==> src/rtl/bf3_pkg.sv <==
// ----------------------------------------------------------------------------
// bf3_pkg
// Shared widths, register indexes and types of the 3x3 box filter.
// ----------------------------------------------------------------------------
package bf3_pkg;

	localparam int PIX_W          = 8;
	localparam int SUM_W          = 12;
	localparam int CFG_W          = 11;
	localparam int CFG_IDX_W      = 2;
	localparam int ROW_W          = 10;
	localparam int IN_TDATA_W     = 8;
	localparam int OUT_TDATA_W    = 16;
	localparam int DEFAULT_MAX_WIDTH = 1024;
	localparam int MAX_HEIGHT     = 1024;
	localparam int MAX_SUM        = 2295;

	localparam logic [CFG_W-1:0] RESET_DIM = CFG_W'(1024);

	// window reaches full size once both counters reach this edge
	localparam int WIN_EDGE = 2;

	localparam logic [CFG_IDX_W-1:0] REG_WIDTH  = CFG_IDX_W'(0);
	localparam logic [CFG_IDX_W-1:0] REG_HEIGHT = CFG_IDX_W'(1);

	typedef struct packed {
		logic emit;
		logic last;
	} pos_t;

endpackage

==> src/rtl/bf3_window.sv <==
// ----------------------------------------------------------------------------
// bf3_window
// 3x3 pixel window, nine-input sum and output register.
// ----------------------------------------------------------------------------
module bf3_window (
	input  logic                        clk,
	input  logic                        arst_n,
	input  logic                        shift,
	input  bf3_pkg::pos_t               pos,
	input  logic [bf3_pkg::PIX_W-1:0]   top,
	input  logic [bf3_pkg::PIX_W-1:0]   mid,
	input  logic [bf3_pkg::PIX_W-1:0]   pix,
	input  logic                        out_ready,
	output logic                        out_valid,
	output logic [bf3_pkg::SUM_W-1:0]   out_sum,
	output logic                        out_last
);

	// row 0 = top, 1 = middle, 2 = current; column 2 is the newest
	logic [bf3_pkg::PIX_W-1:0] win_q [3][3];
	logic [bf3_pkg::PIX_W-1:0] new_col [3];
	logic [bf3_pkg::SUM_W-1:0] sum_next;

	assign new_col[0] = top;
	assign new_col[1] = mid;
	assign new_col[2] = pix;

	always_comb begin
		sum_next = '0;
		for (int k = 0; k < 3; k++) begin
			sum_next = sum_next + bf3_pkg::SUM_W'(win_q[k][1])
				+ bf3_pkg::SUM_W'(win_q[k][2]) + bf3_pkg::SUM_W'(new_col[k]);
		end
	end

	always_ff @(posedge clk or negedge arst_n) begin
		if (!arst_n) begin
			for (int k = 0; k < 3; k++) begin
				for (int j = 0; j < 3; j++) begin
					win_q[k][j] <= '0;
				end
			end
		end else if (shift) begin
			for (int k = 0; k < 3; k++) begin
				win_q[k][0] <= win_q[k][1];
				win_q[k][1] <= win_q[k][2];
				win_q[k][2] <= new_col[k];
			end
		end
	end

	always_ff @(posedge clk or negedge arst_n) begin
		if (!arst_n) begin
			out_valid <= 1'b0;
		end else if (shift && pos.emit) begin
			out_valid <= 1'b1;
		end else if (out_ready) begin
			out_valid <= 1'b0;
		end
	end

	always_ff @(posedge clk) begin
		if (shift && pos.emit) begin
			out_sum  <= sum_next;
			out_last <= pos.last;
		end
	end

endmodule
==> config.mk <==
export PLATFORM = sky130hd
export DESIGN_NAME = bf3_window
export DESIGN_NICKNAME = d
export VERILOG_FILES = /design/src/rtl/bf3_pkg.sv /design/src/rtl/bf3_window.sv
export SDC_FILE = /design/constraint.sdc
export NUM_CORES = 1
export LEC_CHECK = 0
export ABC_CLOCK_PERIOD_IN_PS = 5800
export BUFFER_PORTS_ARGS = -buffer_cell sky130_fd_sc_hd__buf_2
export CORE_ASPECT_RATIO = 0.7
export CORE_MARGIN = 2
export CORE_UTILIZATION = 40
export CTS_CLUSTER_DIAMETER = 150
export CTS_CLUSTER_SIZE = 8
export DETAILED_ROUTE_END_ITERATION = 10
export PLACE_DENSITY_LB_ADDON = 0.25
export SLEW_MARGIN = 20
export SYNTH_ARGS = -nofsm -noshare
export SYNTH_HDL_FRONTEND = slang
export SYNTH_SLANG_ARGS = --single-unit
==> constraint.sdc <==
create_clock -name clk -period 5.8 [get_ports clk]
set_input_delay 0.29 -clock clk [delete_from_list [all_inputs] [get_ports clk]]
set_output_delay 0.29 -clock clk [all_outputs]
set_load 0.01 [all_outputs]
==> impl_results.md, run 1 <==
* Syn avg cell area at 13.54 um^2
* DR WL/cell at 12.96 um
* Post-synth EDFFs at 13
* Area leader, netlist: dfrtp_1
* Largest net degree at the start of global routing at 50
* DP Wirelength at 4766 um
* Post-route antenna net violation count at 0
* Outcome: completed
* Reg2reg start: win_q[2]
* Final wirelength at 6183 um
* Crit path DAT at 4.07 ns
* Fin. Hold Viols at 0
* DRC Markers at 0
* Ys async rst share at 79.03%
* Clock H-tree levels at 3
* Sequential area share after synthesis at 40.76%
* First-pass GRT wire length at 10850 um
* IO buf count at 43
* CTS tree: done
* Die width at 123.0 um
* Clock Path Buffers at 2
* CP required at 5.87 ns
* Final worst slack at 1.802 ns
* Final instance area at 4628 um^2
* Worst Setup SP: win_q[2]
* Post-synth top area share at 30.91%
* Setup CP Type: register to register
* Area delta synth->final at 16.69%
* Synth top area cells: dfrtp_1, fa_1, mux2_2
* Layout fillers at 891
* Synth Register Bits at 62
* Post-Synthesis Net Count at 390
* Initial antenna violation count at 0
* Vias at 2123
* RSZ-0062 raised after global routing: false
* Crit Path Max Fanout at 3
* CTS Sinks at 62
* Total gr overflow at 0
* Die Y at 87.32 um
* Vias in the first global route at 2299
* Tcrit/Tclk final at 68.93%
* Post_cts resized at 0
* Slew @ Worst Pin at 0.6502 ns
* Placer congestion estimate at 0.8019
* Row Count at 30
* Post-Synthesis Cells at 293
* Yosys warning total at 0
* Max cap viols at 0
* Slew HR at 56.65%
* Core ar. at 9684 um^2
* Postcts setup bufs at 0
* Mapped Area at 3966 um^2
* Initial Util at 40.96%
* Setup TNS at 0 ns
* Setup crit start kind: register
* All-layer global routing usage at 13.62%
* Drt first pass iters at 4
* Post-DR vias/cell at 4.451
* Setup violators final at 0
* Max Clock Freq at 250.1 MHz
* CP endpoint kind: register
* Hold buffer count at cts at 0
* Tmin final at 3.998 ns
* IO Count at 44
* Fin. max-slew vios at 0
* Detailed Route Iter0 Violations at 51
* Final nets at 441
* Clock Skew at 0.004956 ns
* CTS root buf: clkbuf_16
* Pre-CTS WS at 1.665 ns
* Clock latency on the worst-skew pair at 0.33 ns
* Die ar. at 10740 um^2
* Main synth FF type: dfrtp_1
* Inserted Clock Buffers at 9
* Worst min path class: input pin to async pin
* Share of cells above drive strength 1 at 32.38%
* Placed instance area at 4327 um^2
* Ant diodes at 0
* Synth unique cells at 28
* Reg clk slew, reported paths at 0.05 ns
## synth_stat cells, drive strengths merged, types with 2 or more instances
cell	n
fa	54
inv	79
xnor2	4
mux2	48
xor2	2
dfrtp	49
nand2	2
edfxtp	13
buf	5
a21o	4
a21oi	4
ha	13
and2	2
nand4	2
o21a	2
## cell families (layout without fill, tap and decap cells)
kind of cell	after synthesis	in the layout	synth area share, %
compound gates	14	14	2.965
xor+xnor	6	6	1.325
fa+ha+maj	67	67	31.36
buf+inv	84	140	8.233
flops	62	62	40.76
mux	48	48	13.63
simple gates	12	12	1.735
## flip-flops by register name, indices dropped and copies added, names as in the netlist
name / cells
out_valid: 1
out_sum: 12
out_last: 1
win_q: 48
## final cells by class
cell class / count / area, um^2 / share of cell area [%]
clock buffer: 13 / 260.3 / 5.623
clock inverter: 3 / 41.29 / 0.8921
inverter: 79 / 296.5 / 6.407
multi-input combinational: 147 / 2023 / 43.71
sequential: 62 / 1617 / 34.93
tap: 128 / 160.2 / 3.460
timing repair buffer: 45 / 230.2 / 4.974
## routing by layer
metal  wire length [um]  share of wire, %  track usage (%)
met1               3030                49            18.96
met2               2745                44            19.49
met3                293               4.7            4.777
met4                114               1.8            5.579
met5                  0                 0                0
## final timing paths
check,endpoint,slack [ns],cells after the start
setup reg to reg,out_sum[10],1.80,13
min in group clk,out_last,0.14,1
hold / removal,win_q[48],0.06,2
hold reg to reg,out_valid,0.47,1
setup / recovery,out_sum[10],1.80,13
max in group asynchronous,win_q[54],5.29,2
## per-stage QoR
stage	utilization (%)	hold slack, ns	instances
after detailed placement	44.68	0.4577	461
after global routing	47.79	0.1093	477
after CTS	47.79	0.09499	477
after floorplan	-	-0.005591	293
after global placement	44.68	0.4375	461
final	47.79	0.05507	477
## worst max-delay path, stage by stage, from the launching register on
cell,delay (ns)
dfrtp_1,0.41
fa_1,0.56
fa_1,0.44
fa_1,0.54
inv_1,0.05
fa_1,0.46
inv_1,0.07
ha_1,0.16
inv_1,0.05
fa_1,0.39
and2b_1,0.23
o211ai_1,0.11
a31oi_1,0.18
xor2_1,0.08
## cells in the final DEF (no fill, tap or decap), types with 3 or more instances in the layout
cell and count:
mux2_2 48, ha_1 13, a21o_1 3, clkbuf_16 9
buf_2 43, fa_1 54, inv_1 79, dfrtp_1 49
xnor2_1 4, edfxtp_1 13
Power of run 1 is not shown: default switching activity piles up to over one toggle a cycle in this logic, so the estimate is an artifact.
==> inputs of run 2 (changes only) <==
- ABC_CLOCK_PERIOD_IN_PS: 5800 -> 3700
- clock period: 5.8 -> 3.7 ns (I/O delays scaled with it)
==> impl_results.md, run 2 (synthesis gave the netlist of run 1 again) <==
* Outcome: complete, but fails checks
* Violated checks: negative setup slack
* CTS tree: done
* Row Count at 30 (unchanged)
* Layout fillers at 868 (-2.6%)
* Vias at 2250 (+6.0%)
* Worst min path class: input pin to register
* Area delta synth->final at 24.45%
* Detailed Route Iter0 Violations at 68 (+33%)
* Crit-path max cell delay at 0.58 ns (+0.02 ns)
* Setup crit start kind: register
* Die width at 123.0 um (unchanged)
* Critical path's slowest cell: fa_2
* Final nets at 475 (+7.7%)
* Total gr overflow at 0 (unchanged)
* Tmin final at 3.850 ns (-0.1475 ns)
* Fin. max-slew vios at 0 (unchanged)
* Vias in the first global route at 2489 (+8.3%)
* Crit Path Max Fanout at 2 (-1)
* Final core utilization at 50.97% (+3.2 points)
* DP Wirelength at 5283 um (+11%)
* Reg clk slew, reported paths at 0.05 ns (about the same)
* Final worst slack at -0.1505 ns (-1.952 ns)
* CTS Sinks at 62 (unchanged)
* Clock latency on the worst-skew pair at 0.33 ns (about the same)
* Buf/Inv on CP at 3 (unchanged)
* Slew @ Worst Pin at 0.6220 ns (-0.02813 ns)
* First-pass GRT wire length at 11400 um (+5.1%)
* Tcrit/Tclk final at 104.1% (+35 points)
* CP endpoint kind: register
* Final instance area at 4936 um^2 (+6.7%)
* Setup CP Type: register to register
* Crit path DAT at 3.92 ns (-0.15 ns)
* Die ar. at 10740 um^2 (unchanged)
* RSZ-0062 raised after global routing: true
* Most frequent CP cell: fa_1
* Post-DR vias/cell at 4.412 (-0.88%)
* Leading cell type in the layout, fill and taps excluded: inv_1
* Max reg flops at 48 (unchanged)
* Final wirelength at 6669 um (+7.9%)
* Register area at 1617 um^2 (unchanged)
* Inserted Clock Buffers at 9 (unchanged)
* Largest net degree at the start of global routing at 30 (-40%)
* Kind of cell adding the most delay to the critical path: adder cells
* CP cell instances: fa_2, fa_1, fa_1, inv_1, fa_1, inv_2, ha_4, inv_2, fa_2, and2b_1, o211ai_1, a31oi_1, xor2_1
* CTS root buf: clkbuf_16
* All-layer global routing usage at 14.27% (+0.64 points)
* Drt first pass iters at 4 (unchanged)
* Slew HR at 58.53% (+1.9 points)
* CP required at 3.77 ns (-2.10 ns)
* IO buf count at 43 (unchanged)
* Post-route antenna net violation count at 0 (unchanged)
* Clock Skew at 0.007544 ns (+0.002588 ns)
* Commonest non-fill, non-tap cells in the layout: inv_1, fa_1, dfrtp_1, mux2_2, buf_2
* Initial Util at 40.96% (unchanged)
* DRC Markers at 0 (unchanged)
* Clock Path Buffers at 2 (unchanged)
* Share of cells above drive strength 1 at 40.58% (+8.2 points)
* Multi-input logic area at 2085 um^2 (+3.0%)
* Ant diodes at 0 (unchanged)
* DR WL/cell at 13.08 um (+0.88%)
* Clock H-tree levels at 3 (unchanged)
* Largest regs: win_q: 48 flops, out_sum: 12 flops
* Initial antenna violation count at 0 (unchanged)
* IO Count at 44 (unchanged)
* Core ar. at 9684 um^2 (unchanged)
* Max cap viols at 0 (unchanged)
* Fin. Hold Viols at 0 (unchanged)
* Most flops, register: win_q
* Die Y at 87.32 um (unchanged)
* Setup violators final at 6 (+6)
* Placer congestion estimate at 0.7968 (-0.64%)
* Placed instance area at 4549 um^2 (+5.1%)
* Max Clock Freq at 259.7 MHz (+3.8%)
run 2: routing by layer:
layer,track usage (%),part of all wire [%]
met5,0,0
met4,6.095,2.2
met1,19.09,48
met3,5.039,5.0
met2,21.15,45
run 2: per-stage QoR:
step	worst slack, ns	hold slack [ns]	setup TNS [ns]	cells
finish	-0.1505	0.03299	-0.5008	510
global route	-0.3206	0.02150	-1.517	510
CTS	-0.2066	0.01417	-0.7576	508
detailed placement	-0.2843	0.2000	-1.089	490
global placement	-0.2470	0.2064	-0.9725	490
floorplan	-0.1150	-0.1106	-0.1422	293
run 2: final cells by class:
cell class                      count  area share [%]
Clock inverter                      1          0.1014
Multi-Input combinational cell    147           42.23
Timing Repair Buffer               79           10.11
Tap cell                          128           3.245
Inverter                           79           6.008
Sequential cell                    62           32.75
Clock buffer                       14           5.551
run 2: repair_timing:
action,in CTS,in global routing
setup buffers,2,2
endpoints found under the setup margin,6,7
resized for setup,2,12
pin swaps,22,20
hold buffers,1,0
hold endpoints to repair,22,0
run 2: path summary, 6_finish.rpt:
path                       startpoint          end  slack (ns)  depth (start not counted)
max                         win_q[10]  out_sum[10]       -0.15                         13
min                            pos[0]     out_last        0.03                          1
max reg2reg                 win_q[10]  out_sum[10]       -0.15                         13
min reg2reg                 out_valid    out_valid        0.47                          1
max in group asynchronous      arst_n    win_q[36]        2.54                          3
min in group asynchronous      arst_n    win_q[48]        0.38                          2
Power of run 2 is left out for the same reason.
==> inputs of run 3 (changes only) <==
- CELL_PAD_IN_SITES_DETAIL_PLACEMENT: not set -> 0
- CELL_PAD_IN_SITES_GLOBAL_PLACEMENT: not set -> 1
==> impl_results.md, run 3 (synthesis gave the netlist of run 1 again) <==
* Outcome: complete, but fails checks
* Violated checks: negative setup slack
* Multi-input logic area at 2093 um^2 (+0.42%)
* Reg clk slew, reported paths at 0.05 ns (about the same)
* DR WL/cell at 12.69 um (-2.9%)
* CTS tree: done
* Worst min path class: input pin to register
* DP Wirelength at 5046 um (-4.5%)
* Share of cells above drive strength 1 at 41.75% (+1.2 points)
* Die ar. at 10740 um^2 (unchanged)
* CP endpoint kind: register
* Fin. Hold Viols at 0 (unchanged)
* Crit path DAT at 3.93 ns (about the same)
* Ant diodes at 0 (unchanged)
* Largest regs: win_q: 48 flops, out_sum: 12 flops
* Vias at 2284 (+1.5%)
* Initial antenna violation count at 0 (unchanged)
* Setup CP Type: register to register
* Max reg flops at 48 (unchanged)
* Placer congestion estimate at 0.7652 (-4.0%)
* Final wirelength at 6549 um (-1.8%)
* Most flops, register: win_q
* Post-route antenna net violation count at 0 (unchanged)
* Tmin final at 3.856 ns (+0.005905 ns)
* All-layer global routing usage at 14.25% (-0.020 points)
* Vias in the first global route at 2407 (-3.3%)
* Commonest non-fill, non-tap cells in the layout: inv_1, fa_1, dfrtp_1, mux2_2, buf_2
* Area delta synth->final at 26.44%
* Max cap viols at 0 (unchanged)
* Die width at 123.0 um (unchanged)
* Clock Path Buffers at 2 (unchanged)
* DRC Markers at 0 (unchanged)
* Die Y at 87.32 um (unchanged)
* IO buf count at 43 (unchanged)
* Clock latency on the worst-skew pair at 0.33 ns (about the same)
* Layout fillers at 869 (+0.12%)
* CTS Sinks at 62 (unchanged)
* Register-to-register setup slack at -0.16 ns (about the same)
* Post-DR vias/cell at 4.426 (+0.33%)
* Setup violators final at 6 (unchanged)
* Drt first pass iters at 4 (unchanged)
* Max Clock Freq at 259.3 MHz (-0.15%)
* Tcrit/Tclk final at 104.2% (+0.16 points)
* Slew HR at 56.90% (-1.6 points)
* Row Count at 30 (unchanged)
* Crit Path Max Fanout at 3 (+1)
* Register area at 1617 um^2 (unchanged)
* Final worst slack at -0.1564 ns (-0.005905 ns)
* Fin. max-slew vios at 0 (unchanged)
* Slew @ Worst Pin at 0.6466 ns (+0.02451 ns)
* IO Count at 44 (unchanged)
* Clock H-tree levels at 3 (unchanged)
* Detailed Route Iter0 Violations at 56 (-18%)
* Pre-CTS WS at -0.3107 ns (-0.02635 ns)
* Final nets at 480 (+1.1%)
* Total gr overflow at 0 (unchanged)
* Setup crit start kind: register
* Leading cell type in the layout, fill and taps excluded: inv_1
* CP required at 3.77 ns (about the same)
* Core ar. at 9684 um^2 (unchanged)
* Largest net degree at the start of global routing at 50 (+67%)
* Clock Skew at 0.004870 ns (-0.002674 ns)
* RSZ-0062 raised after global routing: true
* First-pass GRT wire length at 11260 um (-1.2%)
* CTS root buf: clkbuf_16
* Initial Util at 40.96% (unchanged)
* Inserted Clock Buffers at 9 (unchanged)
run 3: final timing paths:
path / cells after the start / end / startpoint
max: 13 / out_sum[10] / win_q[2]
min: 1 / out_last / pos[0]
max reg2reg: 13 / out_sum[10] / win_q[2]
min reg2reg: 1 / out_valid / out_valid
max in group asynchronous: 3 / win_q[15] / arst_n
min in group asynchronous: 3 / out_valid / arst_n
run 3: metal layers:
layer	up-vias	GRT usage (%)	share of wire, %
li1	1095	-	-
met1	1143	19.15	48
met2	34	21.25	46
met3	12	4.647	4.5
met4	0	6.198	2.2
met5	-	0	0
run 3: final cells by class:
cell class	instances	share of cell area, %
clock inverters	3	0.8234
multi-input cells	147	41.74
flip-flops and latches	62	32.24
inverters	79	5.913
clock buffers	13	5.389
well taps	128	3.194
repair buffers	84	10.70
run 3: critical path, cell delays in order (launching register included):
cell      delay, ns
dfrtp_1        0.40
fa_2           0.58
fa_1           0.44
fa_1           0.50
inv_1          0.05
fa_1           0.49
inv_2          0.05
ha_4           0.15
inv_2          0.05
fa_2           0.19
and2b_1        0.19
o211ai_1       0.23
a31oi_1        0.14
xor2_1         0.15
run 3: metrics by stage:
stage | TNS [ns] | hold WS, ns | cell area [um^2] | utilization, % | std cells
floorplan | -0.1422 | -0.1106 | 3971 | - | 293
global placement | -0.9826 | 0.3512 | 4579 | 47.29 | 494
detailed placement | -1.132 | 0.3498 | 4579 | 47.29 | 494
CTS | -0.6351 | 0.01090 | 4976 | 51.38 | 514
global route | -1.540 | 0.01149 | 5015 | 51.78 | 516
finish | -0.7432 | 0.02871 | 5015 | 51.78 | 516
run 3: repair_timing:
item	4_1_cts	5_1_grt
pin swaps	20	7
setup buffers	4	2
gates resized for setup	11	3
setup endpoints to repair	6	7
hold endpoints to repair	10	0
gates cloned	0	0
hold buffers	1	0
Power of run 3 is left out for the same reason.
