### src/rtl/bf3_pkg.sv
// ----------------------------------------------------------------------------
// bf3_pkg
// Shared widths, register indexes and types of the 3x3 box filter.
// ----------------------------------------------------------------------------
package bf3_pkg;

	localparam int PIX_W          = 8;
	localparam int SUM_W          = 12;
	localparam int CFG_W          = 11;
	localparam int CFG_IDX_W      = 2;
	localparam int ROW_W          = 10;
	localparam int IN_TDATA_W     = 8;
	localparam int OUT_TDATA_W    = 16;
	localparam int DEFAULT_MAX_WIDTH = 1024;
	localparam int MAX_HEIGHT     = 1024;
	localparam int MAX_SUM        = 2295;

	localparam logic [CFG_W-1:0] RESET_DIM = CFG_W'(1024);

	// window reaches full size once both counters reach this edge
	localparam int WIN_EDGE = 2;

	localparam logic [CFG_IDX_W-1:0] REG_WIDTH  = CFG_IDX_W'(0);
	localparam logic [CFG_IDX_W-1:0] REG_HEIGHT = CFG_IDX_W'(1);

	typedef struct packed {
		logic emit;
		logic last;
	} pos_t;

endpackage

### src/rtl/bf3_ctrl.sv
// ----------------------------------------------------------------------------
// bf3_ctrl
// Configuration registers and raster column and row counters.
// ----------------------------------------------------------------------------
module bf3_ctrl #(
	parameter int MAX_WIDTH = bf3_pkg::DEFAULT_MAX_WIDTH,
	parameter int AW        = $clog2(MAX_WIDTH)
) (
	input  logic                          clk,
	input  logic                          arst_n,
	input  logic                          cfg_we,
	input  logic [bf3_pkg::CFG_IDX_W-1:0] cfg_index,
	input  logic [bf3_pkg::CFG_W-1:0]     cfg_data,
	input  logic                          accept,
	output logic [AW-1:0]                 col,
	output bf3_pkg::pos_t                 pos
);

	localparam int CMP_W = (AW + 1 > bf3_pkg::CFG_W) ? AW + 1 : bf3_pkg::CFG_W;

	logic [bf3_pkg::CFG_W-1:0] width_q;
	logic [bf3_pkg::CFG_W-1:0] height_q;
	logic [AW-1:0]             col_q;
	logic [bf3_pkg::ROW_W-1:0] row_q;
	logic [CMP_W-1:0]          width_ext;
	logic [AW-1:0]             w_last;
	logic [bf3_pkg::ROW_W-1:0] h_last;
	logic                      clear;

	assign width_ext = CMP_W'(width_q);

	always_comb begin
		if (width_q == '0) begin
			w_last = '0;
		end else if (width_ext > CMP_W'(MAX_WIDTH)) begin
			w_last = AW'(MAX_WIDTH - 1);
		end else begin
			w_last = AW'(width_ext - CMP_W'(1));
		end
		if (height_q == '0) begin
			h_last = '0;
		end else if (height_q > bf3_pkg::CFG_W'(bf3_pkg::MAX_HEIGHT)) begin
			h_last = bf3_pkg::ROW_W'(bf3_pkg::MAX_HEIGHT - 1);
		end else begin
			h_last = bf3_pkg::ROW_W'(height_q - bf3_pkg::CFG_W'(1));
		end
	end

	assign clear = cfg_we &&
		(cfg_index == bf3_pkg::REG_WIDTH || cfg_index == bf3_pkg::REG_HEIGHT);

	always_ff @(posedge clk or negedge arst_n) begin
		if (!arst_n) begin
			width_q  <= bf3_pkg::RESET_DIM;
			height_q <= bf3_pkg::RESET_DIM;
		end else if (cfg_we) begin
			unique case (cfg_index)
				bf3_pkg::REG_WIDTH:  width_q  <= cfg_data;
				bf3_pkg::REG_HEIGHT: height_q <= cfg_data;
				default: ;
			endcase
		end
	end

	always_ff @(posedge clk or negedge arst_n) begin
		if (!arst_n) begin
			col_q <= '0;
			row_q <= '0;
		end else if (clear) begin
			col_q <= '0;
			row_q <= '0;
		end else if (accept) begin
			if (col_q == w_last) begin
				col_q <= '0;
				row_q <= (row_q == h_last) ? '0 : row_q + bf3_pkg::ROW_W'(1);
			end else begin
				col_q <= col_q + AW'(1);
			end
		end
	end

	assign col      = col_q;
	assign pos.emit = (row_q >= bf3_pkg::ROW_W'(bf3_pkg::WIN_EDGE)) &&
		(col_q >= AW'(bf3_pkg::WIN_EDGE));
	assign pos.last = (row_q == h_last) && (col_q == w_last);

endmodule

### config.mk
export PLATFORM = sky130hd
export DESIGN_NAME = bf3_ctrl
export DESIGN_NICKNAME = d
export VERILOG_FILES = /design/src/rtl/bf3_pkg.sv /design/src/rtl/bf3_ctrl.sv
export SDC_FILE = /design/constraint.sdc
export NUM_CORES = 1
export LEC_CHECK = 0
export ABC_AREA = 1
export BUFFER_PORTS_ARGS = -buffer_cell sky130_fd_sc_hd__buf_2
export CAP_MARGIN = 20
export CORE_MARGIN = 3
export CORE_UTILIZATION = 49
export DETAILED_ROUTE_END_ITERATION = 16
export GPL_TIMING_DRIVEN = 1
export PLACE_DENSITY = 0.77
export SLEW_MARGIN = 5
export SYNTH_ARGS = -nofsm -noshare
export SYNTH_HDL_FRONTEND = slang
export SYNTH_SLANG_ARGS = --single-unit
### constraint.sdc
create_clock -name clk -period 3.8 [get_ports clk]
set_input_delay 0 -clock clk [delete_from_list [all_inputs] [get_ports clk]]
set_output_delay 0 -clock clk [all_outputs]
set_load 0.02 [all_outputs]
==> results of run 1 <==
## layer usage
layer	global-route usage (%)	up-vias
li1	-	1516
met1	28.4	1281
met2	33.2	64
met3	3.34	7
met4	4.46	0
met5	0	-
## worst max-delay path: stages, from the launching register on
cell and delay [ps]:
dfrtp_1 380, inv_1 170, ha_1 300, nand2_1 100, nor2_1 90, nand3_1 90
nand2_1 300, nand2_1 140, nand3_1 100, nand2_1 70, inv_1 50, nand2_1 40
nor2_1 120, nand3_2 160, nor2_1 160, buf_2 190
## per-stage QoR
step | utilization, % | hold WS (ps)
floorplan | - | -296
global placement | 55.5 | 181
detailed placement | 55.5 | 184
CTS | 58.0 | 1.02
global route | 58.0 | 13.9
finish | 58.0 | 1.57
## flip-flops by register name, summed over array words and instances (netlist names)
register,count
row_q,10
height_q,11
col,10
width_ext,11
## power groups by stage
| stage | logic, W | clock network (W) | registers (W) |
|---|---|---|---|
| after global routing | 0.000704 | 0.000291 | 0.000657 |
| after global placement | 0.000589 | 0 | 0.000643 |
| after CTS | 0.000613 | 0.000275 | 0.000638 |
| after detailed placement | 0.000604 | 0 | 0.000647 |
| after floorplan | 0.000475 | 0 | 0.000621 |
| final | 0.000611 | 0.000272 | 0.000640 |
## area by class of cell
class	instances	area (µm²)	share of cell area [%]
Clock buffer	7	76.3	2.29
Inverter	61	229	6.87
Multi-Input combinational cell	352	1670	50.2
Sequential cell	42	1050	31.6
Tap cell	72	90.1	2.70
Timing Repair Buffer	35	210	6.31
## worst paths after layout
kind / start / end / slack (ps) / cells past startpoint
worst min-delay path: cfg_data[0] / width_ext[0]$_DFFE_PN0P_ / 2 / 3
worst min register to register: height_q[0]$_DFFE_PN0P_ / height_q[0]$_DFFE_PN0P_ / 490 / 2
worst max register to register: width_ext[0]$_DFFE_PN0P_ / row_q[9]$_DFFE_PN0P_ / 1050 / 16
max in group asynchronous: arst_n / height_q[7]$_DFFE_PN0P_ / 2860 / 2
worst max-delay path: width_ext[0]$_DFFE_PN0P_ / pos[0] / 1040 / 15
min in group asynchronous: arst_n / col[1]$_DFFE_PN0P_ / 370 / 2
## cells in the final DEF (no fill, tap or decap)
cell type      Yosys  layout
nand2_1          166     166
inv_1             61      61
nor2_1            53      53
nand3_1           40      40
dfrtp_1           40      40
o21ai_0           33      33
buf_2              1      28
xor2_1            17      17
nor3_1             7       7
dlygate4sd3_1      0       7
nand4_1            6       6
ha_1               6       6
nor4_1             5       5
clkbuf_8           1       5
nand3b_1           4       4
nand2_2            3       3
xnor2_1            3       3
nor2_2             2       2
nand3_2            2       2
clkbuf_1           5       2
dfstp_2            2       2
a32oi_1            1       1
nor2_4             1       1
o21bai_4           1       1
or2_2              1       1
a21oi_1            1       1
## cells by family after synthesis
family / count (synthesis) / share of synthesized area (%)
buf+inv: 71 / 9.70
simple gates: 290 / 40.6
compound gates: 36 / 6.55
flops: 42 / 34.9
fa+ha+maj: 6 / 2.49
xor+xnor: 20 / 5.80
## what timing repair did
action,in CTS,in global routing
setup buffers,0,0
hold buffers,7,0
hold endpoints to repair,48,0
==> run summary, run 1 <==
Status = finished clean
Average routed wire per standard cell = 12.4 µm
Buffers on Ports = 28
GRT overflow = 0
DRT met1 WL = 3.50 mm
Netlist cell types = 27
CP Max Fanout = 12
All-Layer GR Usage = 20.3%
Worst Setup Path Type = reg2out
CP arrival = 2760 ps
Slew Limit Headroom = 39.6%
CORE AREA = 0.00574 mm²
H-tree levels = 2
Final instance area = 0.00333 mm²
YS warnings = 0
Area growth syn-to-layout = 10.4%
Number of global-route vias before repair = 2648
Top cell types by occurrence after synthesis = 166 x nand2_1, 61 x inv_1, 53 x nor2_1, 40 x dfrtp_1, 40 x nand3_1
Avg Synthesized Cell Area = 6.49 µm²
Nets = 520
Cell Area, Placed = 0.00319 mm²
Worst Setup End Kind = output port
# rows = 27
Worst hold path class = in2reg
Power Total = 0.00152 W
Final non-filler cell total = 569
F_max = 0.363 GHz
Syn Inst Count = 465
CTS root buf = clkbuf_8
CTS Sinks = 42
Highest Signal Layer = met4
Gate power share = 40.1%
# fillers = 575
Placed Cells = 555
Switching power = 0.000641 W
Async S/R FF share, synth = 100%
Clk buf depth = 2
Largest cells by area after synthesis = dfrtp_1 33%, nand2_1 21%, inv_1 7.6%
Routed wire length = 7.03 mm
Nature of the critical path startpoint = register
DR vias/cell = 5.04
Crit path time final = 2760 ps
Detail Placement HPWL = 5.31 mm
Die span in y = 84.5 µm
TNS Setup = 0 ps
Largest net degree at the start of global routing = 43
Via count = 2868
Post-cts resize count = 0
RSZ-0062 raised after global routing = false
# diodes = 0
DRT Pass-1 Iters = 6
Ports = 29
Sequential power share = 42.0%
Leakage Power = 1.77 nW
Synthesized area = 0.00302 mm²
Worst path required time = 3800 ps
Tightest Pin Transition = 905 ps
Initial antenna violation count = 0
Number of remaining DRC errors = 0
Max IR drop VDD = 0.324 mV
Clk_skew = 7.89 ps
Die footprint = 0.00714 mm²
First-pass GRT wire length = 11.9 mm
CTS tree = done
Switching share of power = 42.1%
Initial Util = 52.6%
Clock transition at path regs = 70 ps
Most common cell in the netlist = nand2_1
Max_cap viols = 0
Dpl ws = 1080 ps
Die Width = 84.5 µm
Seq cells post-synth = 42
Fraction of layout cells with a size suffix above 1 = 9.05%
Setup ws final = 1040 ps
Cell taking the most area after synthesis = dfrtp_1
Iteration-0 DRC Markers = 175
Hold Vio Cnt, Final = 0
Fin crit share = 72.5%
Pwr Density = 457 mW/mm²
Primary FF master, synth = dfrtp_1
Internal power = 0.000882 W
Top cell type's share of synthesized area = 33.2%
Met3 routed WL = 299 µm
Gpl congestion = 0.893
Sequential area share after synthesis = 34.9%
Syn Nets = 488
EDFF count, synth = 0
Worst-Skew Late Latency = 290 ps
ANT nets after route = 0
Clock power frac = 17.9%
Metal2 WL = 3.18 mm
Slew Viols, Final = 0
Final Setup Violations = 0
Clock buffer count from CTS = 5
Note: power is estimated with default switching activity, not from simulation.
==> inputs of run 2 (changes only) <==
==> constraint.sdc (replaced) <==
create_clock -name clk -period 2.76 [get_ports clk]
set_input_delay 0 -clock clk [delete_from_list [all_inputs] [get_ports clk]]
set_output_delay 0 -clock clk [all_outputs]
set_load 0.02 [all_outputs]
==> run 2 against run 1 <==
Effect of this change: clock power increased by 37%; clock-buffer cell count unchanged; critical path type unchanged; sequential power increased by 38%; power increased by 39%; design area increased by 1.1%; non-clock buffer count increased by 1; largest cell class unchanged; cell count increased by 0.18%; sequential share of layout area decreased by 0.35 points; die area unchanged; combinational power increased by 40%; wire length decreased by 0.16%; via count increased by 0.98%.
==> run summary, run 2 (synthesis results as in run 1) <==
Initial Util = 52.6%
WP buf/inv = 2
CP Capture Point = pos[0]
Worst Setup Path Type = reg2out
Slew Limit Headroom = 38.6%
Buffers on Ports = 28
Power Total = 0.00211 W
Worst path required time = 2760 ps
R2R setup slack = 290 ps
TNS Setup = 0 ps
Pwr Density = 627 mW/mm²
# diodes = 0
Final Setup Violations = 0
DRT Pass-1 Iters = 5
First-pass GRT wire length = 12.0 mm
Ports = 29
Status = finished clean
Gpl congestion = 0.893
CTS tree = done
Worst-path cell chain = inv_1 > ha_4 > nand2_2 > nor2_4 > nand3_2 > nand2_1 > nand3_1 > nand2_1 > nand2_1 > nor2_1 > nand3_2 > nor2_1 > buf_2
Clk_skew = 7.89 ps
Hold Vio Cnt, Final = 0
Routed wire length = 7.02 mm
RSZ-0062 raised after global routing = false
GRT overflow = 0
Commonest non-fill, non-tap cell in the layout = nand2_1
Via count = 2896
CTS Sinks = 42
CP arrival = 2480 ps
Post-CTS Setup Bufs = 0
Leakage Power = 1.78 nW
Die Width = 84.5 µm
Nature of the critical path startpoint = register
CTS root buf = clkbuf_8
Most frequent cells in the layout = 162 x nand2_1, 61 x inv_1, 53 x nor2_1
CP Max Fanout = 12
All-Layer GR Usage = 20.4%
Clock transition at path regs = 70 ps
Max stage delay on crit path = 380 ps
Worst flop-to-flop path endpoint = row_q[0]$_DFFE_PN0P_
Die span in y = 84.5 µm
Clk buf depth = 2
Initial antenna violation count = 0
Most common cell on crit path = nand2_1
Worst hold path class = in2reg
# rows = 27
DR vias/cell = 5.08
Start of the worst register-to-register path = width_ext[0]$_DFFE_PN0P_
Average routed wire per standard cell = 12.3 µm
Number of global-route vias before repair = 2663
CP startpoint = width_ext[0]$_DFFE_PN0P_
Clock buffer count from CTS = 5
Fraction of layout cells with a size suffix above 1 = 10.0%
Area growth syn-to-layout = 11.6%
H-tree levels = 2
Worst Hold Depth = 3
Tightest Pin Transition = 921 ps
Worst-Skew Late Latency = 300 ps
CORE AREA = 0.00574 mm²
CP top delay family = simple AND/OR/NAND/NOR gates
Fin crit share = 90.0%
Die footprint = 0.00714 mm²
Number of remaining DRC errors = 0
Max_cap viols = 0
Worst Setup End Kind = output port
F_max = 0.403 GHz
ANT nets after route = 0
Max IR drop VDD = 0.424 mV
Crit path time final = 2480 ps
Iteration-0 DRC Markers = 190
Levels on crit path = 13
Slowest CP cell = dfrtp_1
Detail Placement HPWL = 5.30 mm
Nets = 521
Slew Viols, Final = 0
FF-to-FF path depth = 14
Largest net degree at the start of global routing = 43
[run 2: cell count changes in the layout (fill, tap and decap cells not counted), sizes merged]
| cell | previous run | this run |
|---|---|---|
| dlygate4sd3 | 7 | 8 |
[run 2: what timing repair did]
action,in CTS,in global routing
hold endpoints to repair,51,0
resized for setup,0,7
endpoints found under the setup margin,0,21
hold buffers,8,0
[run 2: how the worst min path moves through the flow]
| stage | start | endpoint | slack (ps) |
|---|---|---|---|
| detailed placement | arst_n | col[3]$_DFFE_PN0P_ | 180 |
| floorplan | arst_n | col[0]$_DFFE_PN0P_ | -300 |
| global placement | arst_n | col[0]$_DFFE_PN0P_ | 180 |
| global route | cfg_data[4] | height_q[4]$_DFFE_PN0P_ | 20 |
| CTS | cfg_data[4] | height_q[4]$_DFFE_PN0P_ | 9 |
| finish | cfg_data[4] | height_q[4]$_DFFE_PN0P_ | 6 |
[run 2: cell type report]
| type | count | area, µm² |
|---|---|---|
| clock buffers | 7 | 76.3 |
| multi-input cells | 352 | 1700 |
| fillers | 554 | 2370 |
| inverters | 61 | 229 |
| repair buffers | 36 | 220 |
| well taps | 72 | 90.1 |
| flip-flops and latches | 42 | 1050 |
[run 2: metrics by stage]
stage,setup slack (ps),hold WS [ps],cells,instance area (µm²),utilization (%)
floorplan,593,-296,465,3020,-
global placement,134,180,555,3190,55.5
detailed placement,36.0,185,555,3190,55.5
CTS,11.9,8.51,570,3340,58.2
global route,14.3,18.3,570,3370,58.7
finish,276,6.44,570,3370,58.7
[run 2: routing by layer]
metal	GRT usage [%]	vias up	wire, µm
met1	28.7	1305	3520
li1	-	1518	-
met3	3.24	5	295
met2	32.7	68	3160
met5	0	-	0
met4	5.18	0	46
[run 2: worst reg2reg max path, delay by kind of cell (launching register included)]
kind / cells / cell delay [ps]
adder cells (fa/ha/maj): 1 / 210
AND/OR/NAND/NOR: 11 / 1250
buffers and inverters: 1 / 200
flip-flops: 1 / 380
AO/OA/AOI/OAI: 1 / 380
[run 2: power by group]
group          switching (W)  internal, W  total, W
registers           0.000163     0.000719  0.000883
clock network       0.000200     0.000174  0.000374
logic               0.000526     0.000331  0.000857
total               0.000889      0.00122   0.00211
==> inputs of run 3 (changes only) <==
--- a/config.mk
+++ b/config.mk
@@ -8,7 +8,7 @@
 export ABC_AREA = 1
 export BUFFER_PORTS_ARGS = -buffer_cell sky130_fd_sc_hd__buf_2
 export CAP_MARGIN = 20
-export CORE_MARGIN = 3
+export CORE_MARGIN = 1
 export CORE_UTILIZATION = 49
 export DETAILED_ROUTE_END_ITERATION = 16
 export GPL_TIMING_DRIVEN = 1
==> run 3 against run 2 <==
Effect of this change: combinational power grew 2.6%; power grew 12%; wire length up 3.1%; first-iteration DRC count rose by 21%; clock-buffer cell count down 1; core utilization is 0.56 points higher; flip-flop and latch count stayed put; highest routed layer unchanged.
==> run summary, run 3 (synthesis results as in run 1) <==
Status = finished clean
Max_cap viols = 0
Start of the worst register-to-register path = width_ext[0]$_DFFE_PN0P_
CTS Sinks = 42
Worst Hold Path EP = width_ext[3]$_DFFE_PN0P_
Crit path time final = 2510 ps
Via count = 2974
Area growth syn-to-layout = 16.2%
Nature of the critical path startpoint = register
ANT nets after route = 0
Buffers on Ports = 28
Worst Hold Depth = 3
Fraction of layout cells with a size suffix above 1 = 11.5%
Initial Util = 51.0%
First-pass GRT wire length = 12.5 mm
CTS tree = done
Commonest non-fill, non-tap cell in the layout = nand2_1
GRT overflow = 0
FF-to-FF path depth = 16
CP startpoint = width_ext[0]$_DFFE_PN0P_
Slew Limit Headroom = 37.0%
Hold slack = 9.41 ps
Slowest CP cell = dfrtp_1
Initial antenna violation count = 0
All-Layer GR Usage = 24.9%
H-tree levels = 2
Most common cell on crit path = nand2_1
Fin crit share = 91.1%
Worst-path cell chain = inv_1 > ha_2 > nand2_1 > nor2_1 > nand3_1 > nand2_4 > nand2_1 > nand3_1 > nand2_1 > inv_1 > nand2_1 > nor2_1 > nand3_2 > nor2_1 > buf_2
Hold wc startpoint = cfg_data[3]
Worst Setup End Kind = output port
Die span in y = 80.5 µm
Ports = 29
CTS root buf = clkbuf_8
Max stage delay on crit path = 380 ps
Worst Setup Path Type = reg2out
Clk buf depth = 2
R2R setup slack = 330 ps
DRT Pass-1 Iters = 5
Leakage Power = 1.84 nW
CP arrival = 2510 ps
F_max = 0.398 GHz
Clock transition at path regs = 80 ps
Final Setup Violations = 0
Most frequent cells in the layout = 161 x nand2_1, 61 x inv_1, 52 x nor2_1
Slew Viols, Final = 0
Final non-filler cell total = 580
Clk_skew = 11.1 ps
Largest net degree at the start of global routing = 43
# rows = 28
Max IR drop VDD = 0.424 mV
Pwr Density = 678 mW/mm²
Hold Vio Cnt, Final = 0
Die footprint = 0.00648 mm²
Worst path required time = 2760 ps
Worst flop-to-flop path endpoint = col[9]$_DFFE_PN0P_
Number of remaining DRC errors = 0
Nets = 527
Gpl congestion = 0.931
Iteration-0 DRC Markers = 230
Clock buffer count from CTS = 5
Die Width = 80.5 µm
Worst hold path class = in2reg
DR vias/cell = 5.13
# diodes = 0
CP Max Fanout = 12
Number of global-route vias before repair = 2778
Worst-Skew Late Latency = 300 ps
Tightest Pin Transition = 945 ps
Placed Cells = 559
Detail Placement HPWL = 5.27 mm
Routed wire length = 7.24 mm
CORE AREA = 0.00592 mm²
Average routed wire per standard cell = 12.5 µm
run 3: cell types whose count changed in the layout (fill, tap and decap cells not counted), sizes merged:
cell,change
bufinv,+2
clkbuf,-1
dlygate4sd3,+3
buf,+3
run 3: area by class of cell:
cell class | instances | area [µm²]
clock inverter | 2 | 60.1
multi-input combinational | 352 | 1700
sequential | 42 | 1050
fill | 555 | 2410
inverter | 61 | 229
timing repair buffer | 42 | 285
clock buffer | 6 | 82.6
tap | 75 | 93.8
run 3: repair_timing:
action | 4_1_cts | 5_1_grt
buffers inserted | 0 | 2
endpoints found under the setup margin | 0 | 21
hold endpoints to repair | 57 | 0
hold buffers | 11 | 0
resized for setup | 0 | 9
run 3: where the power goes:
group / switching (W) / internal, W
registers: 0.000167 / 0.000719
clock network: 0.000226 / 0.000386
logic: 0.000543 / 0.000335
total: 0.000936 / 0.00144
run 3: critical path: cells and delay by family, from the launching register on:
| family | cells | cell delay (ps) |
|---|---|---|
| adder cells (fa/ha/maj) | 1 | 270 |
| buffers and inverters | 3 | 400 |
| flip-flops | 1 | 380 |
| AND/OR/NAND/NOR | 11 | 1160 |
run 3: metrics by stage:
| step | total power [W] | setup slack [ps] | utilization, % | TNS [ps] | instance area (µm²) |
|---|---|---|---|---|---|
| floorplan | 0.00151 | 593 | - | 0 | 3020 |
| finish | 0.00238 | 246 | 59.2 | 0 | 3510 |
| global route | 0.00257 | -5.74 | 59.2 | -5.74 | 3510 |
| detailed placement | 0.00173 | 37.2 | 54.0 | 0 | 3200 |
| global placement | 0.00171 | 128 | 54.0 | 0 | 3200 |
| CTS | 0.00236 | 27.0 | 58.3 | 0 | 3450 |
run 3: worst max-delay path by stage:
stage | slack [ps] | cells after the start | endpoint
floorplan | 590 | 17 | col[9]$_DFFE_PN0P_
global placement | 130 | 16 | row_q[1]$_DFFE_PN0P_
detailed placement | 40 | 17 | row_q[0]$_DFFE_PN0P_
CTS | 30 | 16 | row_q[8]$_DFFE_PN0P_
global route | -6 | 15 | pos[0]
finish | 250 | 15 | pos[0]
run 3: per-layer routing:
layer / part of all wire, % / up-vias / track usage [%] / wire length [µm]
met5: 0 / - / 0 / 0
met4: 1.2 / 0 / 7.14 / 87
met3: 3.9 / 9 / 4.55 / 280
met2: 47 / 74 / 41.0 / 3390
met1: 48 / 1363 / 33.2 / 3480
li1: - / 1528 / - / -
